<file path="src/rtl/sha1sh_pkg.sv">
`default_nettype none

package sha1sh_pkg;

   // Widths of the hash datapath.
   localparam int unsigned WORD_W     = 32;
   localparam int unsigned CHAIN_N    = 5;
   localparam int unsigned BLOCK_N    = 16;
   localparam int unsigned ROUND_N    = 80;
   localparam int unsigned LENGTH_W   = 64;

   // Initial chaining value, entry 0 in the lowest slice.
   localparam logic [CHAIN_N-1:0][WORD_W-1:0] CHAIN_INIT = {
      32'hc3d2e1f0, 32'h10325476, 32'h98badcfe, 32'hefcdab89, 32'h67452301
   };

   // First padding byte.
   localparam logic [7:0] PAD_BYTE = 8'h80;

   // Index of the final digest word.
   localparam logic [2:0] LAST_INDEX = 3'd4;

   // Control from the sequencer to the round datapath.
   typedef struct packed {
      logic       load;
      logic       step;
      logic [2:0] load_idx;
      logic [6:0] round_idx;
   } round_ctl_type;

endpackage

`default_nettype wire

</file>
<file path="src/rtl/sha1sh_round.sv">
`default_nettype none

module sha1sh_round
   import sha1sh_pkg::*;
(
   input  wire logic                             clock,
   input  wire round_ctl_type                    ctl,
   input  wire logic [WORD_W-1:0]                load_word,
   input  wire logic [WORD_W-1:0]                msg_word,
   output logic      [CHAIN_N-1:0][WORD_W-1:0]   state_words
);

   localparam logic [WORD_W-1:0] K0 = 32'h5a827999;
   localparam logic [WORD_W-1:0] K1 = 32'h6ed9eba1;
   localparam logic [WORD_W-1:0] K2 = 32'h8f1bbcdc;
   localparam logic [WORD_W-1:0] K3 = 32'hca62c1d6;

   // Working variables a to e, and the last sixteen schedule words (entry 15 newest).
   logic [CHAIN_N-1:0][WORD_W-1:0] rr_ff;
   logic [BLOCK_N-1:0][WORD_W-1:0] sched_ff;

   logic [WORD_W-1:0] a, b, c, d, e;
   logic [WORD_W-1:0] mix_word;
   logic [WORD_W-1:0] sched_word;
   logic [WORD_W-1:0] f_word;
   logic [WORD_W-1:0] k_word;
   logic [WORD_W-1:0] temp_word;

   assign a = rr_ff[0];
   assign b = rr_ff[1];
   assign c = rr_ff[2];
   assign d = rr_ff[3];
   assign e = rr_ff[4];

   // Schedule: the first sixteen words come from the block buffer, later ones expand.
   assign mix_word   = sched_ff[13] ^ sched_ff[8] ^ sched_ff[2] ^ sched_ff[0];
   assign sched_word = (ctl.round_idx < 7'd16) ? msg_word : {mix_word[30:0], mix_word[31]};

   // Round function and constant by group of twenty rounds.
   always_comb begin
      if (ctl.round_idx < 7'd20) begin
         f_word = (b & c) | (~b & d);
         k_word = K0;
      end else if (ctl.round_idx < 7'd40) begin
         f_word = b ^ c ^ d;
         k_word = K1;
      end else if (ctl.round_idx < 7'd60) begin
         f_word = (b & c) | (b & d) | (c & d);
         k_word = K2;
      end else begin
         f_word = b ^ c ^ d;
         k_word = K3;
      end
   end

   assign temp_word = {a[26:0], a[31:27]} + f_word + e + sched_word + k_word;

   // Load from the chaining value, or advance one round.
   always_ff @(posedge clock) begin
      if (ctl.load) begin
         rr_ff[ctl.load_idx] <= load_word;
      end else if (ctl.step) begin
         rr_ff[4] <= d;
         rr_ff[3] <= c;
         rr_ff[2] <= {b[1:0], b[31:2]};
         rr_ff[1] <= a;
         rr_ff[0] <= temp_word;
         sched_ff <= {sched_word, sched_ff[BLOCK_N-1:1]};
      end
   end

   assign state_words = rr_ff;

endmodule

`default_nettype wire

</file>
<file path="src/rtl/sha1_stream_hasher_unit.sv">
`default_nettype none

// SHA-1 hasher that takes a message one byte per input word. req_tuser marks
// whether req_tdata carries a message byte; req_tlast ends the message after
// that word's byte, and the 160-bit digest then leaves as five result words,
// most significant first, with rsp_tlast on the fifth. Every 64th byte starts
// a compression (load of the chaining value from its memory, 80 rounds at one
// per cycle, add back), during which no input word is taken. The end of a
// message writes up to 18 padding words to the block memory and adds one or
// two compressions. The digest drains from its own output registers, so the
// next message is taken while the last digest is still being read; a digest
// that is ready to leave waits only if the previous one has not fully drained.
module sha1_stream_hasher_unit
   import sha1sh_pkg::*;
(
   input  wire logic        clock,
   input  wire logic        reset,
   input  wire logic        req_tvalid,
   output logic             req_tready,
   input  wire logic [7:0]  req_tdata,   // [7:0] data_byte
   input  wire logic        req_tuser,   // [0] byte_valid
   input  wire logic        req_tlast,   // end_of_message
   output logic             rsp_tvalid,
   input  wire logic        rsp_tready,
   output logic      [39:0] rsp_tdata,   // [31:0] digest_word, [34:32] word_index, [39:35] zero
   output logic             rsp_tlast    // last_word
);

   typedef enum logic [2:0] {
      ST_IDLE,
      ST_PAD,
      ST_LOAD,
      ST_ROUND,
      ST_ADD
   } state_type;

   // Places one byte big-endian into a partly filled word.
   function automatic logic [WORD_W-1:0] merge_byte(logic [WORD_W-1:0] acc, logic [1:0] pos,
                                                    logic [7:0] val);
      logic [WORD_W-1:0] w;
      begin
         w = (pos == 2'd0) ? '0 : acc;
         case (pos)
            2'd0:    w[31:24] = val;
            2'd1:    w[23:16] = val;
            2'd2:    w[15:8]  = val;
            2'd3:    w[7:0]   = val;
            default: w = acc;
         endcase
         return w;
      end
   endfunction

   // Control registers.
   state_type                       state_ff, state_in;
   logic [6:0]                      cnt_ff, cnt_in;
   logic [5:0]                      fill_ff, fill_in;
   logic [LENGTH_W-1:0]             bits_ff, bits_in;
   logic                            pad_act_ff, pad_act_in;
   logic                            pad_first_ff, pad_first_in;
   logic                            len_ff, len_in;
   logic                            fin_ff, fin_in;
   logic [CHAIN_N-1:0]              chain_vld_ff, chain_vld_in;
   logic [2:0]                      out_cnt_ff, out_cnt_in;
   logic [2:0]                      out_idx_ff, out_idx_in;

   // Payload registers.
   logic [WORD_W-1:0]               acc_ff, acc_in;
   logic [CHAIN_N-1:0][WORD_W-1:0]  dig_ff, dig_in;

   // Block buffer and chaining value memories.
   logic [WORD_W-1:0]               blk_mem [BLOCK_N];
   logic [WORD_W-1:0]               blk_q_ff;
   logic                            blk_we;
   logic [3:0]                      blk_wa;
   logic [3:0]                      blk_ra;
   logic [WORD_W-1:0]               blk_wd;

   logic [WORD_W-1:0]               chain_mem [CHAIN_N];
   logic [WORD_W-1:0]               chain_q_ff;
   logic [2:0]                      chain_ridx_ff;
   logic                            chain_we;
   logic [2:0]                      chain_wa;
   logic [2:0]                      chain_ra;
   logic [WORD_W-1:0]               chain_wd;
   logic [WORD_W-1:0]               chain_rd;

   round_ctl_type                   round_ctl;
   logic [CHAIN_N-1:0][WORD_W-1:0]  round_words;

   logic                            req_accept;
   logic                            rsp_accept;
   logic [WORD_W-1:0]               byte_word;
   logic [3:0]                      widx;
   logic [2:0]                      slot;
   logic [WORD_W-1:0]               sum_word;

   assign req_tready = (state_ff == ST_IDLE);
   assign req_accept = req_tvalid && req_tready;
   assign rsp_tvalid = (out_cnt_ff != 3'd0);
   assign rsp_accept = rsp_tvalid && rsp_tready;
   assign rsp_tdata  = {5'd0, out_idx_ff, dig_ff[0]};
   assign rsp_tlast  = (out_idx_ff == LAST_INDEX);

   assign byte_word = merge_byte(acc_ff, fill_ff[1:0], req_tdata);
   assign widx      = fill_ff[5:2];
   assign slot      = cnt_ff[2:0] - 3'd1;

   // A chaining entry not written since reset or the end of the last message reads as the initial value.
   assign chain_rd = chain_vld_ff[chain_ridx_ff] ? chain_q_ff : CHAIN_INIT[chain_ridx_ff];
   assign sum_word = chain_rd + round_words[slot];

   // Next-state and memory control.
   always_comb begin
      state_in     = state_ff;
      cnt_in       = cnt_ff;
      fill_in      = fill_ff;
      bits_in      = bits_ff;
      pad_act_in   = pad_act_ff;
      pad_first_in = pad_first_ff;
      len_in       = len_ff;
      fin_in       = fin_ff;
      chain_vld_in = chain_vld_ff;
      out_cnt_in   = out_cnt_ff;
      out_idx_in   = out_idx_ff;
      acc_in       = acc_ff;
      dig_in       = dig_ff;
      blk_we       = 1'b0;
      blk_wa       = widx;
      blk_wd       = '0;
      blk_ra       = 4'd0;
      chain_we     = 1'b0;
      chain_wa     = slot;
      chain_wd     = sum_word;
      chain_ra     = 3'd0;
      round_ctl    = '0;

      // Digest words leave from the front of the output registers.
      if (rsp_accept) begin
         dig_in     = {{WORD_W{1'b0}}, dig_ff[CHAIN_N-1:1]};
         out_cnt_in = out_cnt_ff - 3'd1;
         out_idx_in = out_idx_ff + 3'd1;
      end

      case (state_ff)
         ST_IDLE: begin
            if (req_accept) begin
               if (req_tuser) begin
                  acc_in  = byte_word;
                  bits_in = bits_ff + 64'd8;
                  fill_in = fill_ff + 6'd1;
                  if (fill_ff[1:0] == 2'd3) begin
                     blk_we = 1'b1;
                     blk_wd = byte_word;
                  end
               end
               if (req_tlast) begin
                  pad_act_in   = 1'b1;
                  pad_first_in = 1'b1;
                  len_in       = 1'b0;
               end
               if (req_tuser && (fill_ff == 6'd63)) begin
                  fin_in   = 1'b0;
                  cnt_in   = 7'd0;
                  state_in = ST_LOAD;
               end else if (req_tlast) begin
                  state_in = ST_PAD;
               end
            end
         end

         // One padding word per cycle: the marker byte, zeros, then the bit length.
         ST_PAD: begin
            blk_we = 1'b1;
            if (pad_first_ff) begin
               blk_wd       = merge_byte(acc_ff, fill_ff[1:0], PAD_BYTE);
               pad_first_in = 1'b0;
               fill_in      = {widx + 4'd1, 2'b00};
               if (widx == 4'd15) begin
                  fin_in   = 1'b0;
                  cnt_in   = 7'd0;
                  state_in = ST_LOAD;
               end
            end else if ((widx == 4'd15) && len_ff) begin
               blk_wd   = bits_ff[31:0];
               fin_in   = 1'b1;
               cnt_in   = 7'd0;
               state_in = ST_LOAD;
            end else if (widx == 4'd14) begin
               blk_wd  = bits_ff[63:32];
               len_in  = 1'b1;
               fill_in = fill_ff + 6'd4;
            end else begin
               blk_wd  = '0;
               fill_in = fill_ff + 6'd4;
               if (widx == 4'd15) begin
                  fin_in   = 1'b0;
                  cnt_in   = 7'd0;
                  state_in = ST_LOAD;
               end
            end
         end

         // Chaining value into the working variables; first block word is fetched last.
         ST_LOAD: begin
            chain_ra = (cnt_ff < 7'd5) ? cnt_ff[2:0] : 3'd0;
            if (cnt_ff != 7'd0) begin
               round_ctl.load     = 1'b1;
               round_ctl.load_idx = slot;
            end
            if (cnt_ff == 7'd5) begin
               cnt_in   = 7'd0;
               state_in = ST_ROUND;
            end else begin
               cnt_in = cnt_ff + 7'd1;
            end
         end

         // One round per cycle, prefetching the next block word.
         ST_ROUND: begin
            round_ctl.step      = 1'b1;
            round_ctl.round_idx = cnt_ff;
            blk_ra              = cnt_ff[3:0] + 4'd1;
            if (cnt_ff == 7'(ROUND_N - 1)) begin
               cnt_in   = 7'd0;
               state_in = ST_ADD;
            end else begin
               cnt_in = cnt_ff + 7'd1;
            end
         end

         // Read, add and write back each chaining word; a final block also fills the digest.
         ST_ADD: begin
            chain_ra = (cnt_ff < 7'd5) ? cnt_ff[2:0] : 3'd0;
            if (!(fin_ff && (out_cnt_ff != 3'd0) && (cnt_ff == 7'd0))) begin
               cnt_in = cnt_ff + 7'd1;
               if (cnt_ff != 7'd0) begin
                  chain_we           = 1'b1;
                  chain_vld_in[slot] = 1'b1;
                  if (fin_ff) begin
                     dig_in[slot] = sum_word;
                  end
               end
               if (cnt_ff == 7'd5) begin
                  cnt_in = 7'd0;
                  if (fin_ff) begin
                     out_cnt_in   = 3'(CHAIN_N);
                     out_idx_in   = 3'd0;
                     chain_vld_in = '0;
                     fill_in      = 6'd0;
                     bits_in      = '0;
                     pad_act_in   = 1'b0;
                     state_in     = ST_IDLE;
                  end else if (pad_act_ff) begin
                     state_in = ST_PAD;
                  end else begin
                     state_in = ST_IDLE;
                  end
               end
            end
         end

         default: begin
            state_in = ST_IDLE;
         end
      endcase
   end

   // State and registered outputs.
   always_ff @(posedge clock) begin
      if (reset) begin
         state_ff     <= ST_IDLE;
         cnt_ff       <= 7'd0;
         fill_ff      <= 6'd0;
         bits_ff      <= '0;
         pad_act_ff   <= 1'b0;
         pad_first_ff <= 1'b0;
         len_ff       <= 1'b0;
         fin_ff       <= 1'b0;
         chain_vld_ff <= '0;
         out_cnt_ff   <= 3'd0;
         out_idx_ff   <= 3'd0;
      end else begin
         state_ff     <= state_in;
         cnt_ff       <= cnt_in;
         fill_ff      <= fill_in;
         bits_ff      <= bits_in;
         pad_act_ff   <= pad_act_in;
         pad_first_ff <= pad_first_in;
         len_ff       <= len_in;
         fin_ff       <= fin_in;
         chain_vld_ff <= chain_vld_in;
         out_cnt_ff   <= out_cnt_in;
         out_idx_ff   <= out_idx_in;
      end
      acc_ff <= acc_in;
      dig_ff <= dig_in;
   end

   // Block buffer: one write and one registered read per cycle.
   always_ff @(posedge clock) begin
      if (blk_we) begin
         blk_mem[blk_wa] <= blk_wd;
      end
      blk_q_ff <= blk_mem[blk_ra];
   end

   // Chaining value: one write and one registered read per cycle.
   always_ff @(posedge clock) begin
      if (chain_we) begin
         chain_mem[chain_wa] <= chain_wd;
      end
      chain_q_ff    <= chain_mem[chain_ra];
      chain_ridx_ff <= chain_ra;
   end

   sha1sh_round u_round (
      .clock       (clock),
      .ctl         (round_ctl),
      .load_word   (chain_rd),
      .msg_word    (blk_q_ff),
      .state_words (round_words)
   );

endmodule

`default_nettype wire

</file>
<file path="config.mk">
export PLATFORM = sky130hd
export DESIGN_NAME = sha1_stream_hasher_unit
export DESIGN_NICKNAME = d
export VERILOG_FILES = /design/src/rtl/sha1sh_pkg.sv /design/src/rtl/sha1sh_round.sv /design/src/rtl/sha1_stream_hasher_unit.sv
export SDC_FILE = /design/constraint.sdc
export NUM_CORES = 2
export LEC_CHECK = 0
export BUFFER_PORTS_ARGS = -buffer_cell sky130_fd_sc_hd__buf_2
export CAP_MARGIN = 20
export CORE_MARGIN = 2
export CORE_UTILIZATION = 40
export DETAILED_ROUTE_END_ITERATION = 12
export HOLD_SLACK_MARGIN = 0.05
export RECOVER_POWER = 50
export SKIP_LAST_GASP = 1
export SLEW_MARGIN = 10
export SYNTH_ARGS = -nofsm -noshare
export SYNTH_HDL_FRONTEND = slang
export SYNTH_SLANG_ARGS = --single-unit
</file>
<file path="constraint.sdc">
create_clock -name clock -period 18.5 [get_ports clock]
set_input_delay 5.55 -clock clock [delete_from_list [all_inputs] [get_ports clock]]
set_output_delay 5.55 -clock clock [all_outputs]
set_load 0.1 [all_outputs]
</file>
==> flow_summary.ini <==
[die]
die_h_um = 429
rows = 156
die_area_sq_um = 184000
initial_core_util_pct = 40.2
core_area_sq_um = 180000
fp.dieW_um = 429
io_pins = 57

[cells_and_area]
nNetsFinal = 5765
drive_above_1_share_pct = 8.47
area_delta_synth_final_pct = 11.5
nFillCells = 16100
final_design_area_no_fill_sq_um = 80700

[timing]
fin_tns_setup_ps = 0
slew_headroom_pct = -474
hold_violations = 0
timing.fmax_mhz = 83.0
rsz0062_at_grt = no
finClkSkew_ps = 31.8
maxSlewViolCount = 1361
finalCritPeriodShare_pct = 65.2
post-route-min-period_ps = 12050
setup_violations = 0
worst_slew_pin_slew_ps = 8610

[clock_network]
root_buffer = clkbuf_16
ctsHoldBuffers = 0
numCtsBuffers = 168
cts_setup_buffers = 0
clkTransAtPathRegs_ps = 60
cts_buffer_depth = 3
insertion_delay_ps = 820
ctsResizeCount = 0
clock-sinks = 1701
cts-htree-levels = 4
cts_tree = yes

[power]
pwr-share-comb_pct = 9.2
p_leak_nw = 28.3
p_clk_share_pct = 40.8
power.density_nw_per_um2 = 105
ir_drop_mv = 0.340
switchingPower_w = 0.00207
total_power_w = 0.00847
cell_internal_pwr_w = 0.00640
seq_power_share_pct = 50.0
swShare_pct = 24.4

[worst_hold_path]
hold_path_startpoint = u_round.sched_ff[480]
min_to = u_round.sched_ff[448]
min-delay-path-class = reg -> reg
min_path_cells = 0

[worst_setup_path]
ff2ff_setup_slack_ps = 6450
worstPathCellList = clkbuf_1 -> nor2_4 -> buf_4 -> buf_4 -> mux2i_1 -> mux4_2 -> a21oi_1
cp_slowest_stage_delay_ps = 6050
critPathTopFamily = buffers and inverters
r2r-end = blk_q_ff[7]
r2r.worst_path.cells = 7
crit_arrival_ps = 12690
start_kind = flip-flop
path_buf_inv = 3
cp.required_ps = 19130
critPathMaxFanout = 144
critical_path_class = reg -> reg
cpMaxStageDelayCell = clkbuf_1
r2r-start = cnt_ff[0]
crit_top_cell = buf_4
end_kind = flip-flop

[drt]
wire_per_inst_um = 21.6
num_vias = 43600
first_pass_iters = 6
drt_iter0_drc = 4268
drtAntennaViolNets = 0
via_per_inst = 5.40
routed_wl_mm = 174
drc_errors = 0

[placed_design]
portBuffers = 51
placed_area_sq_um = 75200
finalWeightedCongestion = 0.836
dpl.hpwl_mm = 106

[outcome]
status = complete, but fails checks
violations = max-capacitance violations, max-slew violations

[logic_synthesis]
ys_types = 78
synth_area_sq_um = 72400
synth_edf_count = 1376
ys_seq_area_share_pct = 66.1
synth-main-ff-cell = edfxtp_1
async_reset_ff_share_pct = 0
syn_avg_cell_area_sq_um = 13.0
synth_cells = 5560
synth_seq_cells = 1701
yosysWarnings = 0

[global_routing]
grt_pass1_wl_mm = 264
grt_pass1_vias = 42300
antenna_found_initial = 0
track_usage_pct = 18.6
overflow = 0
grt_start_max_net_pins = 157

[job]
maxCapViolations = 29
==> layout by cell type, fill, tap and decap left out, types with 139 or more instances in the layout <==
master and instances:
o21ai_0 290, mux2i_1 289, inv_1 249, edfxtp_1 1376
dfxtp_1 325, a211oi_1 139, a21oi_1 287, clkbuf_16 174
xnor2_1 151, nor2_1 225, nand2_1 762
==> synth_stat cells, types with 28 or more instances <==
master	instances	area (sq um)
xor2_1	53	464
fa_1	120	2400
a21o_1	32	240
a21oi_1	289	1450
nand2_1	769	2890
mux4_2	33	743
and2_1	47	294
a31oi_1	92	576
a211oi_1	139	1040
xnor2_1	151	1320
o21ai_0	294	1470
clkbuf_1	265	995
a22o_1	40	350
buf_4	38	285
or3_1	28	175
nand3_1	104	521
nor2_1	240	901
nor2b_1	81	507
dfxtp_1	325	6510
o22ai_1	81	507
ha_1	84	1050
edfxtp_1	1376	41300
a311oi_1	33	289
o221ai_1	48	420
mux2i_1	289	2890
buf_1	31	116
inv_1	249	935
==> logic make-up after synthesis <==
kind of cell               share of synthesized area, %
DFF                                                66.1
AOI/OAI and AO/OA                                  9.91
other                                           0.00518
and+or+nand+nor                                    8.38
xor gates and xnor gates                           2.47
muxes                                              5.04
buffers and inverters                              3.33
adders and majority gates                          4.77
==> final cells by class <==
cell class                 instances  area (sq um)  area share, %
tap                             2370          2970           3.68
antenna                            3          7.51        0.00931
timing repair buffer             160           956           1.18
sequential                      1701         47800           59.3
clock inverter                    84           871           1.08
clock buffer                     229          4690           5.81
inverter                         252           963           1.19
multi-input combinational       3264         22400           27.8
==> registers in the layout, indices dropped and copies added, names as in the netlist, 3 cells and up, named ones only <==
register,flops
acc_ff,32
bits_ff,61
blk_mem,512
blk_q_ff,32
chain_mem,160
chain_q_ff,32
chain_ridx_ff,3
chain_vld_ff,5
cnt_ff,7
dig_ff,128
fill_ff,6
out_cnt_ff,3
out_idx_ff,3
rsp_tdata,32
state_ff,3
u_round.a,32
u_round.b,32
u_round.c,32
u_round.d,32
u_round.e,32
u_round.sched_ff,512
==> worst max path at each step <==
stage	from	end	slack (ps)	cells past startpoint
4_1_cts	state_ff[0]	req_tready	10570	3
3_5_place_dp	req_tvalid	blk_mem[15][29]	9950	9
5_1_grt	cnt_ff[0]	blk_q_ff[7]	5870	7
3_3_place_gp	req_tvalid	blk_mem[15][26]	10000	9
6_report	cnt_ff[0]	blk_q_ff[7]	6450	7
2_1_floorplan	state_ff[2]	u_round.a[30]	6810	19
==> power by group through the flow <==
stage | clock, W | combinational (W) | sequential [W]
2_1_floorplan | 0 | 0.000634 | 0.00431
3_3_place_gp | 0 | 0.000763 | 0.00432
3_5_place_dp | 0 | 0.000773 | 0.00432
4_1_cts | 0.00353 | 0.000778 | 0.00424
5_1_grt | 0.00367 | 0.000842 | 0.00425
6_report | 0.00345 | 0.000777 | 0.00424
==> per-layer routing <==
layer	part of all wire (%)	GRT usage (%)	wire, um	vias to the layer above
met2	45	28.9	79200	1439
met4	2.9	6.21	4980	0
li1	-	-	-	20200
met5	0	0	0	-
met3	6.7	3.47	11800	291
met1	45	26.4	78500	21600
==> per-stage QoR <==
stage                     setup slack (ps)  instances  utilization (%)  hold WS, ps
after floorplan                       6810       5564                -          400
after global placement               10000       7739             41.7          401
after detailed placement              9950       7741             41.8          405
after CTS                            10570       8054             44.8          406
after global routing                  5870       8060             44.8          419
final                                 6450       8063             44.8          409
No activity file was read; power rests on OpenSTA's default activity.
